## src/rtl/core/cascaded_onepole_bandpass_assert.svh

```systemverilog
// assertion macros for the cascaded one-pole band filter
`ifndef CASCADED_ONEPOLE_BANDPASS_ASSERT_SVH
`define CASCADED_ONEPOLE_BANDPASS_ASSERT_SVH

// same-cycle implication
`define CVBP_ASSERT_IMP(lbl, ante, cons, msg) \
	lbl: assert property (@(posedge clk) disable iff (!arst_n) (ante) |-> (cons)) \
		else $error(msg);

// next-cycle implication
`define CVBP_ASSERT_NXT(lbl, ante, cons, msg) \
	lbl: assert property (@(posedge clk) disable iff (!arst_n) (ante) |=> (cons)) \
		else $error(msg);

`endif

```

## src/rtl/core/cvbp_pkg.sv

```systemverilog
// types, constants and helper functions of the cascaded one-pole band filter
package cvbp_pkg;

	typedef logic signed [23:0] volt_t;
	typedef logic        [16:0] coef_t;
	typedef logic signed [17:0] offs_t;
	typedef logic        [19:0] quot_t;
	typedef logic signed [20:0] dten_t;
	typedef logic signed [21:0] csum_t;
	typedef logic signed [24:0] opnd_t;
	typedef logic signed [49:0] prod_t;

	localparam coef_t COEF_ONE    = 17'd65536;
	localparam volt_t TEN_VOLTS   = 24'sd655360;
	localparam opnd_t RECIP10     = 25'sd13421773;
	localparam int    RECIP_SHIFT = 27;
	localparam prod_t ROUND_HALF  = 50'sd32768;

	localparam logic [1:0] CFG_POLE_COUNT = 2'd0;
	localparam logic [1:0] CFG_POT_F      = 2'd1;
	localparam logic [1:0] CFG_POT_R      = 2'd2;

	function automatic coef_t pot_val(input coef_t p);
		return (p > COEF_ONE) ? COEF_ONE : p;
	endfunction

	function automatic coef_t clamp_coef(input csum_t v);
		coef_t r;
		if (v < 0)
			r = '0;
		else if (v > $signed({5'b0, COEF_ONE}))
			r = COEF_ONE;
		else
			r = v[16:0];
		return r;
	endfunction

	function automatic coef_t cv_coef(input volt_t v, input quot_t q);
		coef_t r;
		if (v < 0)
			r = '0;
		else if (v > TEN_VOLTS)
			r = COEF_ONE;
		else
			r = q[16:0];
		return r;
	endfunction

	function automatic dten_t signed_tenth(input logic neg, input quot_t q);
		dten_t m;
		m = $signed({1'b0, q});
		return neg ? -m : m;
	endfunction

	function automatic volt_t sat_volt(input logic signed [24:0] v);
		volt_t r;
		if (v > 25'sd8388607)
			r = 24'sd8388607;
		else if (v < -25'sd8388608)
			r = -24'sd8388608;
		else
			r = v[23:0];
		return r;
	endfunction

endpackage

```

## src/rtl/core/cvbp_mul.sv

```systemverilog
// shared registered signed multiplier
module cvbp_mul (
	input  logic            clk,
	input  cvbp_pkg::opnd_t a,
	input  cvbp_pkg::opnd_t b,
	output cvbp_pkg::prod_t p
);

	cvbp_pkg::prod_t p_q;

	always_ff @(posedge clk) begin
		p_q <= a * b;
	end

	assign p = p_q;

endmodule

```

## src/rtl/core/cvbp_coef.sv

```systemverilog
// coefficient selection from control voltages, pots and link mode
module cvbp_coef (
	input  logic            link_on,
	input  cvbp_pkg::offs_t link_offset,
	input  logic            rp,
	input  logic            fp,
	input  cvbp_pkg::volt_t rv,
	input  cvbp_pkg::volt_t fv,
	input  cvbp_pkg::quot_t qr,
	input  cvbp_pkg::quot_t qf,
	input  cvbp_pkg::coef_t pot_f,
	input  cvbp_pkg::coef_t pot_r,
	output cvbp_pkg::coef_t fc,
	output cvbp_pkg::coef_t rc,
	output logic            ffrom,
	output logic            rfrom
);

	cvbp_pkg::dten_t dr;
	cvbp_pkg::dten_t df;
	cvbp_pkg::csum_t dr_x;
	cvbp_pkg::csum_t df_x;
	cvbp_pkg::csum_t off_x;
	cvbp_pkg::csum_t potr_x;

	always_comb begin
		dr     = cvbp_pkg::signed_tenth(rv[23], qr);
		df     = cvbp_pkg::signed_tenth(fv[23], qf);
		dr_x   = $signed({dr[20], dr});
		df_x   = $signed({df[20], df});
		off_x  = $signed({{4{link_offset[17]}}, link_offset});
		potr_x = $signed({5'b0, cvbp_pkg::pot_val(pot_r)});

		rfrom = rp;
		rc    = rp ? cvbp_pkg::cv_coef(rv, qr) : cvbp_pkg::pot_val(pot_r);
		ffrom = fp;
		fc    = fp ? cvbp_pkg::cv_coef(fv, qf) : cvbp_pkg::pot_val(pot_f);

		if (link_on) begin
			ffrom = 1'b1;
			if (rp) begin
				fc = cvbp_pkg::clamp_coef(dr_x + off_x);
			end else if (fp) begin
				rfrom = 1'b1;
				rc    = cvbp_pkg::clamp_coef(df_x - off_x);
				fc    = cvbp_pkg::clamp_coef(df_x);
			end else begin
				fc = cvbp_pkg::clamp_coef(potr_x + off_x);
			end
		end
	end

endmodule

```

## src/rtl/core/cvbp_bank.sv

```systemverilog
// stage storage of one channel with the one-pole update
module cvbp_bank #(
	parameter int MAX_STAGES = 8
) (
	input  logic                                clk,
	input  logic                                arst_n,
	input  logic [$clog2(2*MAX_STAGES)-1:0]     rd_idx,
	output cvbp_pkg::volt_t                     rd_data,
	input  logic                                wr_en,
	input  logic [$clog2(2*MAX_STAGES)-1:0]     wr_idx,
	input  cvbp_pkg::volt_t                     s_old,
	input  cvbp_pkg::prod_t                     prod,
	output cvbp_pkg::volt_t                     s_new
);

	localparam int DEPTH = 2 * MAX_STAGES;

	cvbp_pkg::volt_t     st_q [DEPTH];
	cvbp_pkg::prod_t     rnd;
	logic signed [24:0]  delta;
	logic signed [25:0]  sum;

	always_comb begin
		rnd   = prod + cvbp_pkg::ROUND_HALF;
		delta = rnd[40:16];
		sum   = $signed({{2{s_old[23]}}, s_old}) + $signed({delta[24], delta});
		s_new = sum[23:0];
	end

	always_ff @(posedge clk or negedge arst_n) begin
		if (!arst_n) begin
			for (int i = 0; i < DEPTH; i++)
				st_q[i] <= '0;
		end else if (wr_en) begin
			st_q[wr_idx] <= s_new;
		end
	end

	assign rd_data = st_q[rd_idx];

endmodule

```

## src/rtl/core/cascaded_onepole_bandpass.sv

```systemverilog
// top level: sequencer of the two-channel cascaded one-pole band filter
//
//   port group  dir  handshake            contents
//   in_*        in   in_valid/in_ready    button, two samples, two control voltages
//   out_*       out  out_valid/out_ready  two band outputs, coefficients, flags
//   cfg_*       in   cfg_valid/cfg_ready  register index and data
//
// one word runs from accept to result through the single multiplier, with n the
// clamped pole count: one multiply for the divide-by-ten of each control voltage,
// a quotient step, a coefficient step, one multiply per stage and channel with the
// two channels interleaved, then write-back and load
// stage state clears at reset; in_ready is high only in idle
// a finished result waits in the output register while the next word is taken
`include "cascaded_onepole_bandpass_assert.svh"

module cascaded_onepole_bandpass #(
	parameter int MAX_STAGES = 8
) (
	input  logic        clk,
	input  logic        arst_n,

	input  logic        cfg_valid,
	output logic        cfg_ready,
	input  logic [1:0]  cfg_index,
	input  logic [16:0] cfg_data,

	input  logic        in_valid,
	output logic        in_ready,
	input  logic        link_button,
	input  logic        in1_present,
	input  logic signed [23:0] in1_sample,
	input  logic        in2_present,
	input  logic signed [23:0] in2_sample,
	input  logic        f_cv_present,
	input  logic signed [23:0] f_cv,
	input  logic        r_cv_present,
	input  logic signed [23:0] r_cv,

	output logic        out_valid,
	input  logic        out_ready,
	output logic signed [23:0] out1,
	output logic signed [23:0] out2,
	output logic        link_lit,
	output logic [16:0] f_coef,
	output logic [16:0] r_coef,
	output logic        f_from_cv,
	output logic        r_from_cv
);

	localparam int DEPTH = 2 * MAX_STAGES;
	localparam int IW    = $clog2(DEPTH);
	localparam int KW    = $clog2(DEPTH + 1);
	localparam int NW    = $clog2(MAX_STAGES + 1);

	localparam logic [2:0] ST_IDLE  = 3'd0;
	localparam logic [2:0] ST_DIVR  = 3'd1;
	localparam logic [2:0] ST_DIVF  = 3'd2;
	localparam logic [2:0] ST_QF    = 3'd3;
	localparam logic [2:0] ST_COEF  = 3'd4;
	localparam logic [2:0] ST_RUN   = 3'd5;
	localparam logic [2:0] ST_DRAIN = 3'd6;
	localparam logic [2:0] ST_DONE  = 3'd7;

	logic [2:0]      state_q;
	logic [NW-1:0]   n_q;
	logic [NW-1:0]   n_eff;
	logic [KW-1:0]   k_q;
	logic            ph_q;

	logic [3:0]      pole_count_q;
	cvbp_pkg::coef_t pot_f_q;
	cvbp_pkg::coef_t pot_r_q;

	logic            link_on_q;
	cvbp_pkg::offs_t link_off_q;
	logic            prev_btn_q;
	cvbp_pkg::coef_t last_f_q;
	cvbp_pkg::coef_t last_r_q;

	logic            p1_q;
	logic            p2_q;
	logic            fp_q;
	logic            rp_q;
	cvbp_pkg::volt_t fv_q;
	cvbp_pkg::volt_t rv_q;
	cvbp_pkg::volt_t x1_q;
	cvbp_pkg::volt_t x2_q;
	cvbp_pkg::volt_t a1_q;
	cvbp_pkg::volt_t a2_q;

	cvbp_pkg::quot_t qr_q;
	cvbp_pkg::quot_t qf_q;
	cvbp_pkg::coef_t fc_q;
	cvbp_pkg::coef_t rc_q;
	logic            ffrom_q;
	logic            rfrom_q;

	logic            wb_vld_s1;
	logic            wb_ch_s1;
	logic [IW-1:0]   wb_idx_s1;
	logic            wb_lowend_s1;
	cvbp_pkg::volt_t s_old_s1;

	logic            out_valid_q;
	cvbp_pkg::volt_t out1_q;
	cvbp_pkg::volt_t out2_q;
	logic            lit_q;
	cvbp_pkg::coef_t fco_q;
	cvbp_pkg::coef_t rco_q;
	logic            ffo_q;
	logic            rfo_q;

	cvbp_pkg::coef_t fc_w;
	cvbp_pkg::coef_t rc_w;
	logic            ffrom_w;
	logic            rfrom_w;

	cvbp_pkg::opnd_t mul_a;
	cvbp_pkg::opnd_t mul_b;
	cvbp_pkg::prod_t prod;
	cvbp_pkg::quot_t quot;

	cvbp_pkg::opnd_t rv_ext;
	cvbp_pkg::opnd_t fv_ext;
	cvbp_pkg::opnd_t rmag;
	cvbp_pkg::opnd_t fmag;

	logic            is_low;
	logic            low_end;
	logic            last_issue;
	logic [IW-1:0]   rd_idx;
	cvbp_pkg::volt_t s1_rd;
	cvbp_pkg::volt_t s2_rd;
	cvbp_pkg::volt_t s_cur;
	cvbp_pkg::volt_t x_cur;
	cvbp_pkg::coef_t c_cur;
	cvbp_pkg::volt_t s1_new;
	cvbp_pkg::volt_t s2_new;
	logic            wr1;
	logic            wr2;
	logic            in_acc;
	logic            out_load;

	assign cfg_ready = 1'b1;
	assign in_ready  = (state_q == ST_IDLE);
	assign in_acc    = in_valid && in_ready;
	assign out_load  = (state_q == ST_DONE) && (!out_valid_q || out_ready);

	always_comb begin
		if (pole_count_q == '0)
			n_eff = NW'(1);
		else if (int'(pole_count_q) > MAX_STAGES)
			n_eff = NW'(MAX_STAGES);
		else
			n_eff = NW'(pole_count_q);
	end

	// stage position in the chain: low stages first, then high stages
	always_comb begin
		is_low     = (k_q < KW'(n_q));
		low_end    = (k_q == (KW'(n_q) - KW'(1)));
		last_issue = ph_q && (k_q == (KW'({n_q, 1'b0}) - KW'(1)));
		if (is_low)
			rd_idx = IW'(k_q);
		else
			rd_idx = IW'(KW'(MAX_STAGES) + k_q - KW'(n_q));
		s_cur = ph_q ? s2_rd : s1_rd;
		x_cur = ph_q ? x2_q : x1_q;
		c_cur = is_low ? fc_q : rc_q;
	end

	always_comb begin
		rv_ext = {rv_q[23], rv_q};
		fv_ext = {fv_q[23], fv_q};
		rmag   = (rv_q[23] ? -rv_ext : rv_ext) + 25'sd5;
		fmag   = (fv_q[23] ? -fv_ext : fv_ext) + 25'sd5;
		case (state_q)
			ST_DIVR: begin
				mul_a = rmag;
				mul_b = cvbp_pkg::RECIP10;
			end
			ST_DIVF: begin
				mul_a = fmag;
				mul_b = cvbp_pkg::RECIP10;
			end
			default: begin
				mul_a = $signed({x_cur[23], x_cur}) - $signed({s_cur[23], s_cur});
				mul_b = $signed({8'b0, c_cur});
			end
		endcase
	end

	assign quot = prod[cvbp_pkg::RECIP_SHIFT+19:cvbp_pkg::RECIP_SHIFT];

	cvbp_mul u_mul (
		.clk (clk),
		.a   (mul_a),
		.b   (mul_b),
		.p   (prod)
	);

	cvbp_coef u_coef (
		.link_on     (link_on_q),
		.link_offset (link_off_q),
		.rp          (rp_q),
		.fp          (fp_q),
		.rv          (rv_q),
		.fv          (fv_q),
		.qr          (qr_q),
		.qf          (qf_q),
		.pot_f       (pot_f_q),
		.pot_r       (pot_r_q),
		.fc          (fc_w),
		.rc          (rc_w),
		.ffrom       (ffrom_w),
		.rfrom       (rfrom_w)
	);

	assign wr1 = wb_vld_s1 && !wb_ch_s1 && p1_q;
	assign wr2 = wb_vld_s1 && wb_ch_s1 && p2_q;

	cvbp_bank #(.MAX_STAGES(MAX_STAGES)) u_bank1 (
		.clk     (clk),
		.arst_n  (arst_n),
		.rd_idx  (rd_idx),
		.rd_data (s1_rd),
		.wr_en   (wr1),
		.wr_idx  (wb_idx_s1),
		.s_old   (s_old_s1),
		.prod    (prod),
		.s_new   (s1_new)
	);

	cvbp_bank #(.MAX_STAGES(MAX_STAGES)) u_bank2 (
		.clk     (clk),
		.arst_n  (arst_n),
		.rd_idx  (rd_idx),
		.rd_data (s2_rd),
		.wr_en   (wr2),
		.wr_idx  (wb_idx_s1),
		.s_old   (s_old_s1),
		.prod    (prod),
		.s_new   (s2_new)
	);

	// config registers
	always_ff @(posedge clk or negedge arst_n) begin
		if (!arst_n) begin
			pole_count_q <= 4'd4;
			pot_f_q      <= cvbp_pkg::COEF_ONE;
			pot_r_q      <= '0;
		end else if (cfg_valid && cfg_ready) begin
			case (cfg_index)
				cvbp_pkg::CFG_POLE_COUNT: pole_count_q <= cfg_data[3:0];
				cvbp_pkg::CFG_POT_F:      pot_f_q      <= cfg_data;
				cvbp_pkg::CFG_POT_R:      pot_r_q      <= cfg_data;
				default: ;
			endcase
		end
	end

	// sequencer and control state
	always_ff @(posedge clk or negedge arst_n) begin
		if (!arst_n) begin
			state_q     <= ST_IDLE;
			n_q         <= NW'(1);
			k_q         <= '0;
			ph_q        <= 1'b0;
			link_on_q   <= 1'b0;
			link_off_q  <= '0;
			prev_btn_q  <= 1'b0;
			last_f_q    <= '0;
			last_r_q    <= '0;
			wb_vld_s1   <= 1'b0;
			out_valid_q <= 1'b0;
		end else begin
			wb_vld_s1 <= (state_q == ST_RUN);
			if (out_load)
				out_valid_q <= 1'b1;
			else if (out_ready)
				out_valid_q <= 1'b0;
			case (state_q)
				ST_IDLE: begin
					if (in_acc) begin
						n_q        <= n_eff;
						prev_btn_q <= link_button;
						if (link_button && !prev_btn_q) begin
							if (!link_on_q) begin
								link_on_q  <= 1'b1;
								link_off_q <= $signed({1'b0, last_f_q}) -
								              $signed({1'b0, last_r_q});
							end else begin
								link_on_q <= 1'b0;
							end
						end
						state_q <= ST_DIVR;
					end
				end
				ST_DIVR:  state_q <= ST_DIVF;
				ST_DIVF:  state_q <= ST_QF;
				ST_QF:    state_q <= ST_COEF;
				ST_COEF: begin
					last_f_q <= fc_w;
					last_r_q <= rc_w;
					k_q      <= '0;
					ph_q     <= 1'b0;
					state_q  <= ST_RUN;
				end
				ST_RUN: begin
					ph_q <= !ph_q;
					if (ph_q)
						k_q <= k_q + KW'(1);
					if (last_issue)
						state_q <= ST_DRAIN;
				end
				ST_DRAIN: state_q <= ST_DONE;
				ST_DONE: begin
					if (out_load)
						state_q <= ST_IDLE;
				end
				default: state_q <= ST_IDLE;
			endcase
		end
	end

	// datapath registers
	always_ff @(posedge clk) begin
		if (in_acc) begin
			p1_q <= in1_present;
			p2_q <= in2_present;
			fp_q <= f_cv_present;
			rp_q <= r_cv_present;
			fv_q <= f_cv;
			rv_q <= r_cv;
			x1_q <= in1_sample;
			x2_q <= in2_sample;
		end
		if (state_q == ST_DIVF)
			qr_q <= quot;
		if (state_q == ST_QF)
			qf_q <= quot;
		if (state_q == ST_COEF) begin
			fc_q    <= fc_w;
			rc_q    <= rc_w;
			ffrom_q <= ffrom_w;
			rfrom_q <= rfrom_w;
		end
		if (state_q == ST_RUN) begin
			wb_ch_s1     <= ph_q;
			wb_idx_s1    <= rd_idx;
			wb_lowend_s1 <= low_end;
			s_old_s1     <= s_cur;
		end
		if (wr1) begin
			x1_q <= s1_new;
			if (wb_lowend_s1)
				a1_q <= s1_new;
		end
		if (wr2) begin
			x2_q <= s2_new;
			if (wb_lowend_s1)
				a2_q <= s2_new;
		end
		if (out_load) begin
			out1_q <= p1_q ? cvbp_pkg::sat_volt($signed({a1_q[23], a1_q}) -
			                                    $signed({x1_q[23], x1_q})) : '0;
			out2_q <= p2_q ? cvbp_pkg::sat_volt($signed({a2_q[23], a2_q}) -
			                                    $signed({x2_q[23], x2_q})) : '0;
			lit_q  <= link_on_q;
			fco_q  <= fc_q;
			rco_q  <= rc_q;
			ffo_q  <= ffrom_q;
			rfo_q  <= rfrom_q;
		end
	end

	assign out_valid = out_valid_q;
	assign out1      = out1_q;
	assign out2      = out2_q;
	assign link_lit  = lit_q;
	assign f_coef    = fco_q;
	assign r_coef    = rco_q;
	assign f_from_cv = ffo_q;
	assign r_from_cv = rfo_q;

	`CVBP_ASSERT_NXT(a_busy_after_accept, in_valid && in_ready, !in_ready, "ready after accept")
	`CVBP_ASSERT_IMP(a_coef_range, out_valid, (f_coef <= cvbp_pkg::COEF_ONE) && (r_coef <= cvbp_pkg::COEF_ONE), "coefficient above one")
	`CVBP_ASSERT_IMP(a_wb_in_run, wb_vld_s1, (state_q == ST_RUN) || (state_q == ST_DRAIN), "stage write outside run")

endmodule

```

## config.mk

```make
export PLATFORM = sky130hd
export DESIGN_NAME = cascaded_onepole_bandpass
export DESIGN_NICKNAME = d
export VERILOG_FILES = /design/src/rtl/core/cvbp_pkg.sv /design/src/rtl/core/cvbp_mul.sv /design/src/rtl/core/cvbp_coef.sv /design/src/rtl/core/cvbp_bank.sv /design/src/rtl/core/cascaded_onepole_bandpass.sv
export VERILOG_INCLUDE_DIRS = /design/src /design/src/rtl/core
export SDC_FILE = /design/constraint.sdc
export NUM_CORES = 2
export LEC_CHECK = 0
export BUFFER_PORTS_ARGS = -buffer_cell sky130_fd_sc_hd__buf_2
export CORE_ASPECT_RATIO = 1.75
export CORE_UTILIZATION = 58
export DETAILED_ROUTE_END_ITERATION = 10
export HOLD_SLACK_MARGIN = 0.12
export PLACE_DENSITY_LB_ADDON = 0.25
export REMOVE_ABC_BUFFERS = 1
export SETUP_SLACK_MARGIN = 0.1
export SYNTH_ARGS = -nofsm -noshare
export SYNTH_HDL_FRONTEND = slang
export SYNTH_HIERARCHICAL = 1
export SYNTH_SLANG_ARGS = --single-unit
```

## constraint.sdc

```tcl
create_clock -name clk -period 12.8 [get_ports clk]
set_clock_uncertainty 0.1 [all_clocks]
set_input_delay 1.28 -clock clk [delete_from_list [all_inputs] [get_ports clk]]
set_output_delay 1.28 -clock clk [all_outputs]
set_load 0.02 [all_outputs]
```

==> summary.txt <==
Worst setup path
  – Worst Path Max Fanout: 25
  – Required @ worst endpoint: ~13 ns
  – R2r startpoint: n_q[1]
  – Internal reg-to-reg setup slack: about 0.64 ns
  – Reg2reg path depth: 45
  – WP buf/inv: 10
  – Max stage delay on crit path: 0.57 ns
  – Crit path launch type: register
  – Worst Path Arrival: between 10 and 15 ns
  – Slowest stage cell on the critical path: fa_1
  – CP endpoint kind: register
  – Worst r2r dst: u_mul/p[38]
  – Worst path top cell family by delay: adder cells
  – Most used cell, CP: fa_1
  – Critical setup path kind: reg -> reg

Place
  – Detailed Place HPWL: approximately 240 mm
  – Placed cell count: between 10000 and 15000
  – Final RePlAce weighted congestion: between 1 and 1.5
  – Port buffer count: 211

STA
  – Finish-stage setup viols: 0
  – Fin. max-slew vios: 0
  – Crit share post-route: between 90 and 100%
  – RSZ-0062 raised after global routing: no
  – Slew HR: around 5.8%
  – Setup TNS: 0 ns
  – Fin. Hold Viols: 0
  – WHS: 0.3375 ns
  – Fin crit period: about 12 ns
  – Tightest Pin Transition: between 1 and 1.5 ns
  – Max frequency: approximately 82 MHz

Final layout
  – Fin cells: between 10000 and 15000
  – FF/Latch Area: about 33000 µm²
  – Layout cells sized above 1: 15.10%
  – Final #Nets: ~10000
  – Fillers: 12540
  – Area Overhead vs Synth: 9.584%
  – Multi-input gate area: roughly 53000 µm²

Route
  – Drt via density: around 6.3
  – Vias: 70430
  – Detailed Route WL: 313.8 mm
  – Violation count after the first detailed-routing iteration: 5841
  – Drt pass-1 iters: 8
  – Number of routed nets with antenna violations: 0
  – DR DRC count: 0
  – WL/cell: around 28 µm

Min path
  – Hold Path Origin: rfrom_q
  – Hold WC Path Type: reg -> reg
  – Hold Path Depth: 0
  – WHS Endpoint: r_from_cv

Outcome
  – Status: complete, no violations

Global route
  – Vias in the first global route: 73170
  – GRT overflow: 0
  – Largest net degree at the start of global routing: ~190
  – First-pass GRT wire length: 463.9 mm
  – Initial antenna violation count: 30
  – GRT Resource Usage Total: approximately 40%

Clock network
  – CTS root buf: clkbuf_16
  – Hold buffers post-CTS: 0
  – CTS tree: yes
  – Clock Latency Late Sink: ~0.76 ns
  – CTS H-tree depth: 3
  – CTS buffer count: 113
  – Clock Tree Buf Depth: 3
  – Reg clk slew, reported paths: 0.07 ns
  – Clk sinks: ~1200

Yosys
  – Cells after synthesis: slightly below 9000
  – Synthesized area per cell: 10.21 µm²
  – Synth warn: 6
  – Cell area after synthesis: 90510 µm²

Floorplan
  – Row count: 191
  – Initial Util: slightly below 60%
  – Core area: 154900 µm²
  – Die Area: approximately 160000 µm²
  – DIE WIDTH: around 300 µm
  – Ports: between 200 and 250
  – Die Ht: between 500 and 600 µm

Job
  – # Max-Cap Violations: 0
[routing by layer]
metal	vias up	wire (µm)	track usage, %
li1	30640	-	-
met1	35470	105700	43.82
met2	3232	158400	68.75
met3	1070	20110	6.785
met4	20	29580	33.00
met5	-	128	0
[cell usage in the layout (no fill, tap or decap), types with 31 or more instances in the layout]
cell type and instances:
mux4_2 240, o21bai_1 31, a31oi_1 60, mux2_2 227, nor2_1 268, nand2b_1 48, fa_1 650, o211ai_1 38
nand4_1 75, dfrtp_1 871, o31ai_1 80, a21o_1 83, buf_4 272, nand3_1 112, nor2b_1 74, o21ai_0 675
a21oi_1 212, nor3_1 114, o21ai_1 41, dfxtp_1 32, nor4_1 37, xor2_1 115, inv_1 867, edfxtp_1 339
a221oi_1 45, o21a_1 42, buf_2 210, and3_1 58, and2_1 352, xnor2_1 191, ha_1 344, mux2i_1 59
nand2_1 1327, clkbuf_16 117
[how the worst max path moves through the flow]
stage	depth (start not counted)	from	to	slack (ns)
after global placement	44	n_q[2]	u_mul/p[41]	0.26
after CTS	45	n_q[2]	u_mul/p[41]	0.16
after global routing	48	n_q[2]	u_mul/p[41]	0.10
final	45	n_q[1]	u_mul/p[38]	0.64
after detailed placement	45	n_q[1]	u_mul/p[46]	0.23
after floorplan	39	k_q[1]	u_mul/p[46]	-15.75
[through the flow]
stage | worst slack (ns) | instance area (µm²) | utilization [%]
detailed placement | 0.2254 | 94990 | 61.34
floorplan | -15.75 | 88480 | -
global route | 0.1035 | 99140 | 64.02
global placement | 0.2625 | 94990 | 61.34
finish | 0.6370 | 99180 | 64.05
CTS | 0.1635 | 98870 | 63.85
[final cells by class]
| cell class | count | share of cell area (%) |
|---|---|---|
| Tap cell | 2026 | 2.556 |
| Antenna cell | 20 | 0.05046 |
| Multi-Input combinational cell | 6232 | 53.46 |
| Inverter | 873 | 3.306 |
| Clock buffer | 145 | 3.146 |
| Clock inverter | 69 | 0.7645 |
| Timing Repair Buffer | 512 | 3.720 |
| Sequential cell | 1246 | 32.99 |
[timing repair]
item	CTS	global route
resized for setup	0	42
setup endpoints to repair	0	31
setup buffers	0	4
Power is not shown: default switching activity piles up to over one toggle a cycle in this logic, so the estimate is an artifact.
